`config.mk`:
```
export PLATFORM = sky130hd
export DESIGN_NAME = rfd_front
export DESIGN_NICKNAME = d
export VERILOG_FILES = /design/src/rtl/rfd_pkg.sv /design/src/rtl/rfd_front.sv
export SDC_FILE = /design/constraint.sdc
export NUM_CORES = 1
export LEC_CHECK = 0
export ABC_AREA = 1
export CAP_MARGIN = 20
export CORE_MARGIN = 8
export CORE_UTILIZATION = 40
export DETAILED_ROUTE_END_ITERATION = 12
export DONT_BUFFER_PORTS = 1
export PLACE_DENSITY = 0.53
export SLEW_MARGIN = 30
export SYNTH_ARGS = -nofsm -noshare
export SYNTH_HDL_FRONTEND = slang
export SYNTH_SLANG_ARGS = --single-unit
```
`constraint.sdc`:
```
create_clock -name clk_i -period 1.7 [get_ports clk_i]
set_input_delay 0.34 -clock clk_i [delete_from_list [all_inputs] [get_ports clk_i]]
set_output_delay 0.34 -clock clk_i [all_outputs]
set_load 0.005 [all_outputs]
```
`src/rtl/rfd_pkg.sv`:
```
// ----------------------------------------------------------------------------
// rfd_pkg: shared types and constants for the radar frame deframer
// Header bytes, frame layout offsets, queue sizing and the stored entry type.
// ----------------------------------------------------------------------------
package rfd_pkg;

  // Default store depth (bytes).
  localparam int unsigned STORE_DEPTH_DEF = 512;

  // Front queue depth, power of two.
  localparam int unsigned QUEUE_DEPTH = 4;

  // Frame sync and type bytes.
  localparam logic [7:0] HDR_FIRST    = 8'hAA;
  localparam logic [7:0] HDR_SECOND   = 8'hFF;
  localparam logic [7:0] TYPE_TARGETS = 8'h03;

  // Header + type + length.
  localparam int unsigned PREFIX_BYTES = 4;

  // Length byte limits: a target frame needs 6, full target data needs 10.
  localparam logic [7:0] MIN_DATA_LEN  = 8'd6;
  localparam logic [7:0] FULL_DATA_LEN = 8'd10;

  // Byte offsets inside a frame, from the first header byte.
  localparam int unsigned OFS_TYPE   = 2;
  localparam int unsigned OFS_LEN    = 3;
  localparam int unsigned OFS_TGT    = 4;
  localparam int unsigned OFS_DIST_L = 5;
  localparam int unsigned OFS_DIST_H = 6;
  localparam int unsigned OFS_EMOVE  = 7;
  localparam int unsigned OFS_ESTAT  = 8;

  // One stored byte with its sync classification.
  typedef struct packed {
    logic       sync_a;  // byte is the first header byte
    logic       sync_b;  // byte is the second header byte
    logic [7:0] data;
  } rfd_entry_t;

endpackage

```
`src/rtl/rfd_front.sv`:
```
// ----------------------------------------------------------------------------
// rfd_front: input word queue
// Accepts received bytes, tags header bytes, and buffers them for the back end.
// ----------------------------------------------------------------------------
module rfd_front (
  input  logic                   clk_i,
  input  logic                   rst_ni,
  input  logic                   in_valid_i,
  output logic                   in_ready_o,
  input  logic [7:0]             rx_byte_i,
  output logic                   q_valid_o,
  input  logic                   q_ready_i,
  output rfd_pkg::rfd_entry_t    q_entry_o
);

  localparam int unsigned QAW = $clog2(rfd_pkg::QUEUE_DEPTH);
  localparam int unsigned QCW = $clog2(rfd_pkg::QUEUE_DEPTH + 1);

  rfd_pkg::rfd_entry_t fifo_q [rfd_pkg::QUEUE_DEPTH];
  rfd_pkg::rfd_entry_t in_entry;
  logic [QAW-1:0]      wr_ptr_q, wr_ptr_d;
  logic [QAW-1:0]      rd_ptr_q, rd_ptr_d;
  logic [QCW-1:0]      count_q, count_d;
  logic                push, pop;

  // classify on the way in
  always_comb begin
    in_entry.sync_a = (rx_byte_i == rfd_pkg::HDR_FIRST);
    in_entry.sync_b = (rx_byte_i == rfd_pkg::HDR_SECOND);
    in_entry.data   = rx_byte_i;
  end

  assign in_ready_o = (count_q != QCW'(rfd_pkg::QUEUE_DEPTH));
  assign q_valid_o  = (count_q != '0);
  assign q_entry_o  = fifo_q[rd_ptr_q];
  assign push       = in_valid_i && in_ready_o;
  assign pop        = q_valid_o && q_ready_i;

  always_comb begin
    wr_ptr_d = push ? wr_ptr_q + 1'b1 : wr_ptr_q;
    rd_ptr_d = pop ? rd_ptr_q + 1'b1 : rd_ptr_q;
    count_d  = count_q;
    if (push && !pop) begin
      count_d = count_q + 1'b1;
    end else if (pop && !push) begin
      count_d = count_q - 1'b1;
    end
  end

  always_ff @(posedge clk_i or negedge rst_ni) begin
    if (!rst_ni) begin
      wr_ptr_q <= '0;
      rd_ptr_q <= '0;
      count_q  <= '0;
    end else begin
      wr_ptr_q <= wr_ptr_d;
      rd_ptr_q <= rd_ptr_d;
      count_q  <= count_d;
    end
  end

  always_ff @(posedge clk_i) begin
    if (push) begin
      fifo_q[wr_ptr_q] <= in_entry;
    end
  end

endmodule

```
==> flow_metrics.py, run 1 <==
metrics = {
    "min_path": {
        "min_path_type": "primary input to register",
        "min_delay_path_depth": 0,
        "hp-start": "rx_byte_i[7]",
        "whs_endpoint": "fifo_q[1][7]",
    },
    "route": {
        "dr.pass1.iters": 4,
        "ant_nets": 0,
        "vias_per_cell": 4.61,
        "drc": 0,
        "dr_total_vias": 1272,
        "wl_per_cell_um": 14.4,
        "totalWireLength_um": 3970,
        "drtIter0Drc": 61,
    },
    "timing": {
        "relSlewSlack_pct": 78.6,
        "max_freq_mhz": 608,
        "grt_setup_unrepaired": "yes",
        "worst_pin_slew_ns": 0.320,
        "setup_viol": 0,
        "hold_viol_final": 0,
        "maxSlewViolCount": 0,
        "finalCritPeriodShare_pct": 96.8,
        "layout_setup_ws_ns": 0.0544,
        "fin_crit_ns": 1.65,
        "skew_ns": 0.00979,
    },
    "synth": {
        "syn-num-nets": 204,
        "yosysWarnings": 0,
        "ys_types": 20,
        "syn_area_per_cell_um2": 11.3,
        "netlist_area_um2": 2110,
        "synthTopCellsByArea": "edfxtp_1 (57%), nand2_1 (8.5%), dfrtp_1 (8.3%)",
        "yosysTopAreaCell": "edfxtp_1",
        "yosysTopAreaCellShare_pct": 56.9,
        "synth_seq_cells": 47,
        "synthesis.instances": 186,
        "synth_edf_count": 40,
        "ys_top_cells_by_count": "nand2_1 (48), edfxtp_1 (40), inv_1 (36)",
        "ys_seq_area_share_pct": 65.2,
        "async_flop_share_pct": 14.9,
        "synth_top_flop_cell": "edfxtp_1",
        "yosysMostFrequentCell": "nand2_1",
    },
    "global_route": {
        "grt_overflow": 0,
        "grt_pass1_wl_um": 6330,
        "grtUsageTotal_pct": 10.8,
        "grt_max_degree": 22,
        "grt_pass1_vias": 1242,
        "antenna_found_initial": 0,
    },
    "layout": {
        "multiInputGateArea_um2": 566,
        "final_nets": 223,
        "syn2layout_area_growth_pct": 15.3,
        "insertedDiodeCount": 0,
        "layoutNonFillerInstCount": 276,
        "drive_gt1_share_pct": 20.4,
        "fill_cells": 469,
        "seqCellArea_um2": 1380,
    },
    "worst_setup_path": {
        "reg2reg_from": "count_q[2]",
        "worst-setup-path-type": "register to register",
        "r2r_end": "count_q[2]",
        "rrSetupSlack_ns": 0.05,
        "crit_arrival_ns": 1.89,
        "path_max_fanout": 3,
        "cp-start-kind": "register",
        "worstPathRequired_ns": 1.94,
        "end_kind": "register",
        "reg2reg_depth": 11,
    },
    "power_and_ir_drop": {
        "cellPowerDensity_nw_per_um2": 1660,
        "total_power_mw": 4.03,
        "p_leak_nw": 1.02,
        "max-vdd-ir-drop_uv": 601,
    },
    "clocking": {
        "clk_pin_slew_ns": 0.10,
        "clk_path_buf_depth": 2,
        "cts_tree": "yes",
        "h-tree-depth": 2,
        "numCtsBuffers": 5,
        "cts_root_buf": "clkbuf_8",
        "cts_sinks": 47,
        "insertion_delay_ns": 0.31,
    },
    "placed_design": {
        "gp_congestion": 0.763,
        "dp_slack_ns": -0.0598,
        "io_buffer_count": 0,
        "dp.cells": 261,
        "dp_hpwl_um": 2780,
    },
    "die": {
        "fp.dieH_um": 88.6,
        "die-area_um2": 7860,
        "chipWidth_um": 88.6,
        "rows": 26,
        "initial_core_util_pct": 41.3,
        "io_pins": 24,
        "core_area_um2": 5110,
    },
    "flow_run": {
        "drv_cap": 0,
    },
    "run_status": {
        "status": "finished clean",
    },
}
## sequential cells by signal, summed over array words and instances (netlist names)
| name | flops |
|---|---|
| count_q | 3 |
| fifo_q | 40 |
| wr_ptr_q | 2 |
| rd_ptr_q | 2 |
## cell type report
type	instances	share of cell area [%]
clock buffers	5	2.83
clock inverters	3	1.95
flip-flops and latches	47	56.6
inverters	37	5.86
multi-input cells	96	23.2
repair buffers	18	5.96
well taps	70	3.60
## cell usage in the layout, fill, tap and decap left out, drive strengths merged
| cell | Yosys | final |
|---|---|---|
| nand2 | 49 | 49 |
| edfxtp | 40 | 40 |
| inv | 37 | 37 |
| o211ai | 20 | 20 |
| buf | 5 | 17 |
| nand3 | 9 | 9 |
| nor2 | 8 | 8 |
| dfrtp | 7 | 7 |
| clkbuf | 1 | 5 |
| ha | 5 | 5 |
| nand4 | 2 | 2 |
| clkinvlp | 0 | 1 |
| o21ai | 1 | 1 |
| xnor2 | 1 | 1 |
| fa | 1 | 1 |
| bufinv | 0 | 1 |
| clkinv | 0 | 1 |
| dlygate4sd3 | 0 | 1 |
## worst max-delay path, cell delays in order (launching register included)
cell and delay [ns]:
dfrtp_1 0.45, inv_2 0.09, nand3_2 0.09, nand2_2 0.10
ha_4 0.15, inv_2 0.05, fa_2 0.35, inv_2 0.07
nand2_2 0.05, nand3_1 0.08, nand2_1 0.05, nand2_1 0.06
## per-layer routing
metal	vias to the layer above	part of all wire (%)	track usage, %
met1	593	46	12.5
met4	0	1.9	4.45
met5	-	0	0
met3	6	4.6	4.18
li1	655	-	-
met2	18	47	17.5
## worst max-delay path by stage
stage | cells after the start | from | endpoint | slack (ns)
final | 11 | count_q[2] | count_q[2] | 0.05
after global routing | 10 | count_q[2] | count_q[2] | -0.05
after floorplan | 9 | count_q[0] | count_q[1] | 0.008
after detailed placement | 10 | count_q[1] | count_q[2] | -0.06
after CTS | 9 | count_q[1] | count_q[1] | 0.005
after global placement | 9 | count_q[1] | count_q[1] | 0.08
## where the power goes
group / internal (mW) / switching (mW)
registers: 1.55 / 0.118
clock network: 0.446 / 0.392
logic: 0.601 / 0.929
## cells by family after synthesis
logic type               Yosys count  share of synthesized area (%)
flip-flops                        47                           65.2
XOR/XNOR                           1                          0.415
buffers and inverters             43                           9.42
adder cells (fa/ha/maj)            6                           3.91
AO/OA/AOI/OAI                     21                           7.59
AND/OR/NAND/NOR                   68                           13.5
## stage by stage
stage	util, %	TNS [ns]	hold slack, ns	area [um^2]
after global routing	47.6	-0.0784	0.101	2430
after detailed placement	43.5	-0.116	0.0447	2220
final	47.6	0	0.119	2430
after CTS	46.5	0	0.111	2370
after global placement	43.5	0	0.0447	2220
after floorplan	-	0	0.0444	2110
## timing repair
item,in CTS,in global routing
resized for setup,6,9
pin swaps,1,7
setup buffers,2,4
setup endpoints to repair,3,7
endpoints found under the hold margin,7,0
hold buffers,1,0
Power figures use the tool's default switching activity.
==> inputs of run 2 (changes only) <==
--- a/config.mk
+++ b/config.mk
@@ -6,12 +6,13 @@
 export NUM_CORES = 1
 export LEC_CHECK = 0
 export ABC_AREA = 1
+export BUFFER_PORTS_ARGS = -buffer_cell sky130_fd_sc_hd__buf_2
 export CAP_MARGIN = 20
 export CORE_MARGIN = 8
 export CORE_UTILIZATION = 40
 export DETAILED_ROUTE_END_ITERATION = 12
-export DONT_BUFFER_PORTS = 1
-export PLACE_DENSITY = 0.53
+export PLACE_DENSITY = 0.57
+export SETUP_SLACK_MARGIN = 0.1
 export SLEW_MARGIN = 30
 export SYNTH_ARGS = -nofsm -noshare
 export SYNTH_HDL_FRONTEND = slang
==> run 2 against run 1 <==
  * Worst hold slack better by 0.16 ns
  * Maximum frequency is 0.59% lower
  * Non-clock buffer count is 24 higher
  * First-iteration DRC count is 21% lower
  * Sequential power hardly changed
  * Clock-buffer cell count stayed put
  * Wire length is 5.2% lower
  * Critical path depth is 5 lower
  * Via count is 7.8% higher
  * Cell count is 9.1% higher
  * Register-to-register slack better by 0.08 ns
==> flow_metrics.py, run 2 (same netlist as run 1, synthesis figures left out) <==
metrics = {
    "die": {
        "initial_core_util_pct": 41.3,
        "io_pins": 24,
        "die-area_um2": 7860,
        "rows": 26,
        "core_area_um2": 5110,
        "fp.dieH_um": 88.6,
        "chipWidth_um": 88.6,
    },
    "clocking": {
        "cts_tree": "yes",
        "insertion_delay_ns": 0.29,
        "h-tree-depth": 2,
        "clk_pin_slew_ns": 0.08,
        "cts_sinks": 47,
        "cts_root_buf": "clkbuf_8",
        "clk_path_buf_depth": 2,
        "numCtsBuffers": 5,
    },
    "placed_design": {
        "io_buffer_count": 23,
        "dp.cells": 285,
        "gp_congestion": 0.737,
        "placed_area_um2": 2380,
        "dp_hpwl_um": 2620,
        "dp_slack_ns": 0.0400,
    },
    "power_and_ir_drop": {
        "max-vdd-ir-drop_uv": 662,
        "combPwrFrac_pct": 44.3,
        "clkPwrFrac_pct": 15.2,
        "cellPowerDensity_nw_per_um2": 1600,
        "power.switching_mw": 1.48,
        "p_leak_nw": 1.11,
        "swShare_pct": 35.9,
        "total_power_mw": 4.13,
        "p_int_mw": 2.64,
        "p_seq_share_pct": 40.5,
    },
    "worst_setup_path": {
        "crit_arrival_ns": 1.32,
        "worst-setup-path-type": "register to output port",
        "r2r_end": "count_q[1]",
        "reg2reg_from": "count_q[1]",
        "reg2reg_depth": 9,
        "slowest_stage": "dfrtp_1",
        "rrSetupSlack_ns": 0.13,
        "crit_chain": "inv_2, buf_12, nand2_1, o211ai_1, nand2_1, buf_2",
        "crit_buf_inv": 3,
        "worst_path_dominant_cell_family": "flip-flops",
        "cp-start-kind": "register",
        "slowest_delay_ns": 0.39,
        "end_kind": "output port",
        "cp_common_cell": "nand2_1",
        "path_max_fanout": 20,
        "worstPathRequired_ns": 1.36,
    },
    "global_route": {
        "grt_overflow": 0,
        "grtUsageTotal_pct": 10.8,
        "grt_pass1_wl_um": 6320,
        "grt_max_degree": 22,
        "antenna_found_initial": 0,
        "grt_pass1_vias": 1325,
    },
    "layout": {
        "utilization_pct": 50.5,
        "syn2layout_area_growth_pct": 22.2,
        "largest_register_ffs": 40,
        "seqCellArea_um2": 1380,
        "fill_cells": 476,
        "layoutNonFillerInstCount": 301,
        "final_common_cell": "nand2_1",
        "drive_gt1_share_pct": 29.9,
        "multiInputGateArea_um2": 591,
        "regMostFlops": "fifo_q",
        "top_regs": "fifo_q x40, count_q x3",
        "final_nets": 248,
        "mostFrequentLayoutCells": "nand2_1 (42), edfxtp_1 (40), inv_1 (29)",
        "stdcell_area_um2": 2580,
        "insertedDiodeCount": 0,
    },
    "route": {
        "drtIter0Drc": 48,
        "wl_per_cell_um": 12.5,
        "wl_met3_um": 209,
        "ant_nets": 0,
        "dr.pass1.iters": 4,
        "vias_per_cell": 4.55,
        "totalWireLength_um": 3760,
        "drt-met1-wl_um": 1710,
        "drc": 0,
        "dr_wl_met2_um": 1790,
        "dr_total_vias": 1371,
        "top_layer_used": "met4",
    },
    "timing": {
        "hold-worst-slack_ns": 0.277,
        "fin_crit_ns": 1.66,
        "relSlewSlack_pct": 80.7,
        "skew_ns": 0.00293,
        "hold_viol_final": 0,
        "maxSlewViolCount": 0,
        "grt_setup_unrepaired": "yes",
        "setup_viol": 0,
        "max_freq_mhz": 604,
        "worst_pin_slew_ns": 0.289,
        "layout_setup_ws_ns": 0.0447,
        "finalCritPeriodShare_pct": 97.4,
        "finalSetupTns_ns": 0,
    },
    "min_path": {
        "min_delay_path_depth": 1,
        "whs_endpoint": "fifo_q[0][7]",
        "hp-start": "rx_byte_i[7]",
        "min_path_type": "primary input to register",
    },
    "run_status": {
        "status": "finished clean",
    },
    "flow_run": {
        "drv_cap": 0,
    },
}
-- run 2: timing repair --
item / in CTS / in global routing
endpoints found under the hold margin: 7 / 0
buffers inserted: 4 / 2
gates resized for setup: 9 / 10
pin swaps: 1 / 5
hold buffers: 1 / 0
endpoints found under the setup margin: 12 / 12
cloned: 1 / 0
-- run 2: worst max path at each step --
stage                      startpoint            to  slack [ns]  cells past startpoint
after global routing      rd_ptr_q[0]  q_entry_o[6]       -0.06                      6
after CTS                 rd_ptr_q[0]  q_entry_o[6]        0.03                      6
after global placement     count_q[2]    count_q[2]        0.07                     10
after floorplan            count_q[0]    count_q[2]        0.07                     11
final                     rd_ptr_q[0]  q_entry_o[8]        0.04                      6
after detailed placement   count_q[2]    count_q[2]        0.04                     10
-- run 2: layout make-up --
type	instances	share of cell area, %
inverters	37	5.72
repair buffers	42	11.1
repair inverters	1	0.291
flip-flops and latches	47	53.4
clock buffers	5	2.67
well taps	70	3.39
clock inverters	3	0.582
multi-input cells	96	22.9
-- run 2: per-layer routing --
metal	GRT usage, %	vias to the layer above
met2	17.5	25
li1	-	708
met5	0	-
met1	12.6	631
met4	3.69	0
met3	4.27	7
-- run 2: power by group through the flow --
stage	sequential (mW)	clock, mW	combinational, mW
finish	1.67	0.625	1.83
global placement	1.68	0	1.61
detailed placement	1.68	0	1.64
global route	1.70	0.692	2.08
CTS	1.67	0.641	1.78
floorplan	1.68	0	1.09
-- run 2: worst reg2reg max path, stage by stage, from the launching register on --
cell	delay (ns)
dfrtp_1	0.40
inv_2	0.11
nand3_4	0.09
nand2_4	0.08
inv_4	0.04
ha_4	0.16
inv_4	0.05
fa_2	0.42
nand2_1	0.07
o21ai_1	0.06
==> inputs of run 3 (changes only) <==
--- a/config.mk
+++ b/config.mk
@@ -8,7 +8,8 @@
 export ABC_AREA = 1
 export BUFFER_PORTS_ARGS = -buffer_cell sky130_fd_sc_hd__buf_2
 export CAP_MARGIN = 20
-export CORE_MARGIN = 8
+export CORE_ASPECT_RATIO = 0.7
+export CORE_MARGIN = 2
 export CORE_UTILIZATION = 40
 export DETAILED_ROUTE_END_ITERATION = 12
 export PLACE_DENSITY = 0.57
==> run 3 against run 2 <==
  * Clock power grew 3.7%
  * Critical path depth is the same
  * Maximum frequency down 2.2%
  * Critical path type unchanged
  * Largest cell class unchanged
  * Largest power group unchanged
  * Highest routed layer unchanged
==> flow_metrics.py, run 3 (same netlist as run 1, synthesis figures left out) <==
metrics = {
    "timing": {
        "relSlewSlack_pct": 79.8,
        "layout_setup_ws_ns": 0.00680,
        "worst_pin_slew_ns": 0.302,
        "hold_viol_final": 0,
        "finalCritPeriodShare_pct": 99.6,
        "grt_setup_unrepaired": "yes",
        "fin_crit_ns": 1.69,
        "skew_ns": 0.00781,
        "max_freq_mhz": 591,
        "setup_viol": 0,
        "maxSlewViolCount": 0,
    },
    "layout": {
        "utilization_pct": 50.6,
        "largest_register_ffs": 40,
        "top_regs": "fifo_q x40, count_q x3",
        "syn2layout_area_growth_pct": 24.1,
        "multiInputGateArea_um2": 596,
        "mostFrequentLayoutCells": "nand2_1 (42), edfxtp_1 (40), inv_1 (29)",
        "stdcell_area_um2": 2620,
        "regMostFlops": "fifo_q",
        "drive_gt1_share_pct": 30.6,
        "insertedDiodeCount": 0,
        "layoutNonFillerInstCount": 304,
        "seqCellArea_um2": 1380,
        "final_common_cell": "nand2_1",
        "final_nets": 249,
        "fill_cells": 482,
    },
    "route": {
        "vias_per_cell": 4.68,
        "ant_nets": 0,
        "drtIter0Drc": 106,
        "dr_total_vias": 1422,
        "wl_per_cell_um": 14.3,
        "dr.pass1.iters": 4,
        "drc": 0,
        "totalWireLength_um": 4360,
    },
    "placed_design": {
        "gp_congestion": 0.794,
        "dp_slack_ns": 0.0175,
        "dp.cells": 284,
        "io_buffer_count": 23,
        "placed_area_um2": 2360,
        "dp_hpwl_um": 2500,
    },
    "run_status": {
        "status": "finished clean",
    },
    "worst_setup_path": {
        "worstPathRequired_ns": 1.36,
        "r2r_end": "count_q[2]",
        "reg2reg_depth": 10,
        "cp-start-kind": "register",
        "worst-setup-path-type": "register to output port",
        "reg2reg_from": "count_q[2]",
        "cp-startpoint": "rd_ptr_q[0]",
        "crit_arrival_ns": 1.35,
        "end_kind": "output port",
        "path_max_fanout": 10,
        "rrSetupSlack_ns": 0.09,
    },
    "global_route": {
        "grt_overflow": 0,
        "grt_max_degree": 21,
        "antenna_found_initial": 0,
        "grt_pass1_vias": 1295,
        "grt_pass1_wl_um": 6780,
        "grtUsageTotal_pct": 15.6,
    },
    "clocking": {
        "clk_pin_slew_ns": 0.08,
        "cts_sinks": 47,
        "cts_tree": "yes",
        "h-tree-depth": 2,
        "cts_root_buf": "clkbuf_8",
        "insertion_delay_ns": 0.30,
        "clk_path_buf_depth": 2,
        "numCtsBuffers": 5,
    },
    "power_and_ir_drop": {
        "max-vdd-ir-drop_uv": 772,
        "p_leak_nw": 1.12,
        "cellPowerDensity_nw_per_um2": 1650,
    },
    "min_path": {
        "min_delay_path_depth": 1,
        "min_path_type": "primary input to register",
        "whs_endpoint": "fifo_q[0][7]",
        "hp-start": "rx_byte_i[7]",
    },
    "die": {
        "io_pins": 24,
        "chipWidth_um": 90.8,
        "die-area_um2": 5880,
        "rows": 22,
        "initial_core_util_pct": 40.8,
        "core_area_um2": 5170,
        "fp.dieH_um": 64.8,
    },
    "flow_run": {
        "drv_cap": 0,
    },
}
-- run 3: changes by cell type in the layout (fill, tap and decap cells not counted) --
cell	change
buf_12	-1
buf_16	+1
clkbuf_1	+1
clkbuf_16	+1
clkinvlp_4	-1
dfrtp_1	-1
dfrtp_2	+1
inv_2	-1
inv_4	+1
nand3_1	-1
nand3_2	+1
-- run 3: routing by layer --
layer / vias up / GRT usage (%) / wire, um
met4: 0 / 5.68 / 52
li1: 707 / - / -
met1: 687 / 22.7 / 2280
met5: - / 0 / 0
met2: 22 / 22.3 / 1870
met3: 6 / 4.53 / 154
-- run 3: timing repair --
item,4_1_cts,5_1_grt
pin swaps,5,9
gates resized for setup,7,13
cloned,1,2
setup buffers,4,4
endpoints found under the hold margin,7,0
hold buffers,1,0
setup endpoints to repair,12,17
-- run 3: how the worst max path moves through the flow --
stage,slack [ns],end
floorplan,0.07,count_q[2]
global placement,0.06,count_q[2]
detailed placement,0.02,count_q[1]
CTS,-0.03,q_entry_o[1]
global route,-0.06,q_entry_o[1]
finish,0.007,q_entry_o[8]
-- run 3: power breakdown --
group / total [mW] / switching (mW) / internal (mW)
clock: 0.648 / 0.367 / 0.281
combinational: 1.99 / 1.10 / 0.890
sequential: 1.69 / 0.138 / 1.55
-- run 3: per-stage QoR --
stage          hold slack [ns]  total power [mW]  setup TNS, ns
3_5_place_dp             0.186              3.29              0
6_report                 0.279              4.32              0
3_3_place_gp             0.186              3.26              0
2_1_floorplan           0.0444              2.77              0
4_1_cts                  0.269              4.13        -0.0644
5_1_grt                  0.269              4.64         -0.542
-- run 3: layout make-up --
class                   instances  area share (%)
repair inverters                1           0.287
multi-input cells              96            22.7
well taps                      72            3.44
flip-flops and latches         47            52.6
clock inverters                 2           0.287
inverters                      37            5.73
repair buffers                 43            12.1
clock buffers                   6            2.77
-- run 3: critical path, cell delays in order (launching register included) --
cell	delay, ns
dfrtp_1	0.42
inv_4	0.13
clkbuf_16	0.18
nand2_1	0.05
o211ai_1	0.07
nand2_1	0.08
buf_2	0.13
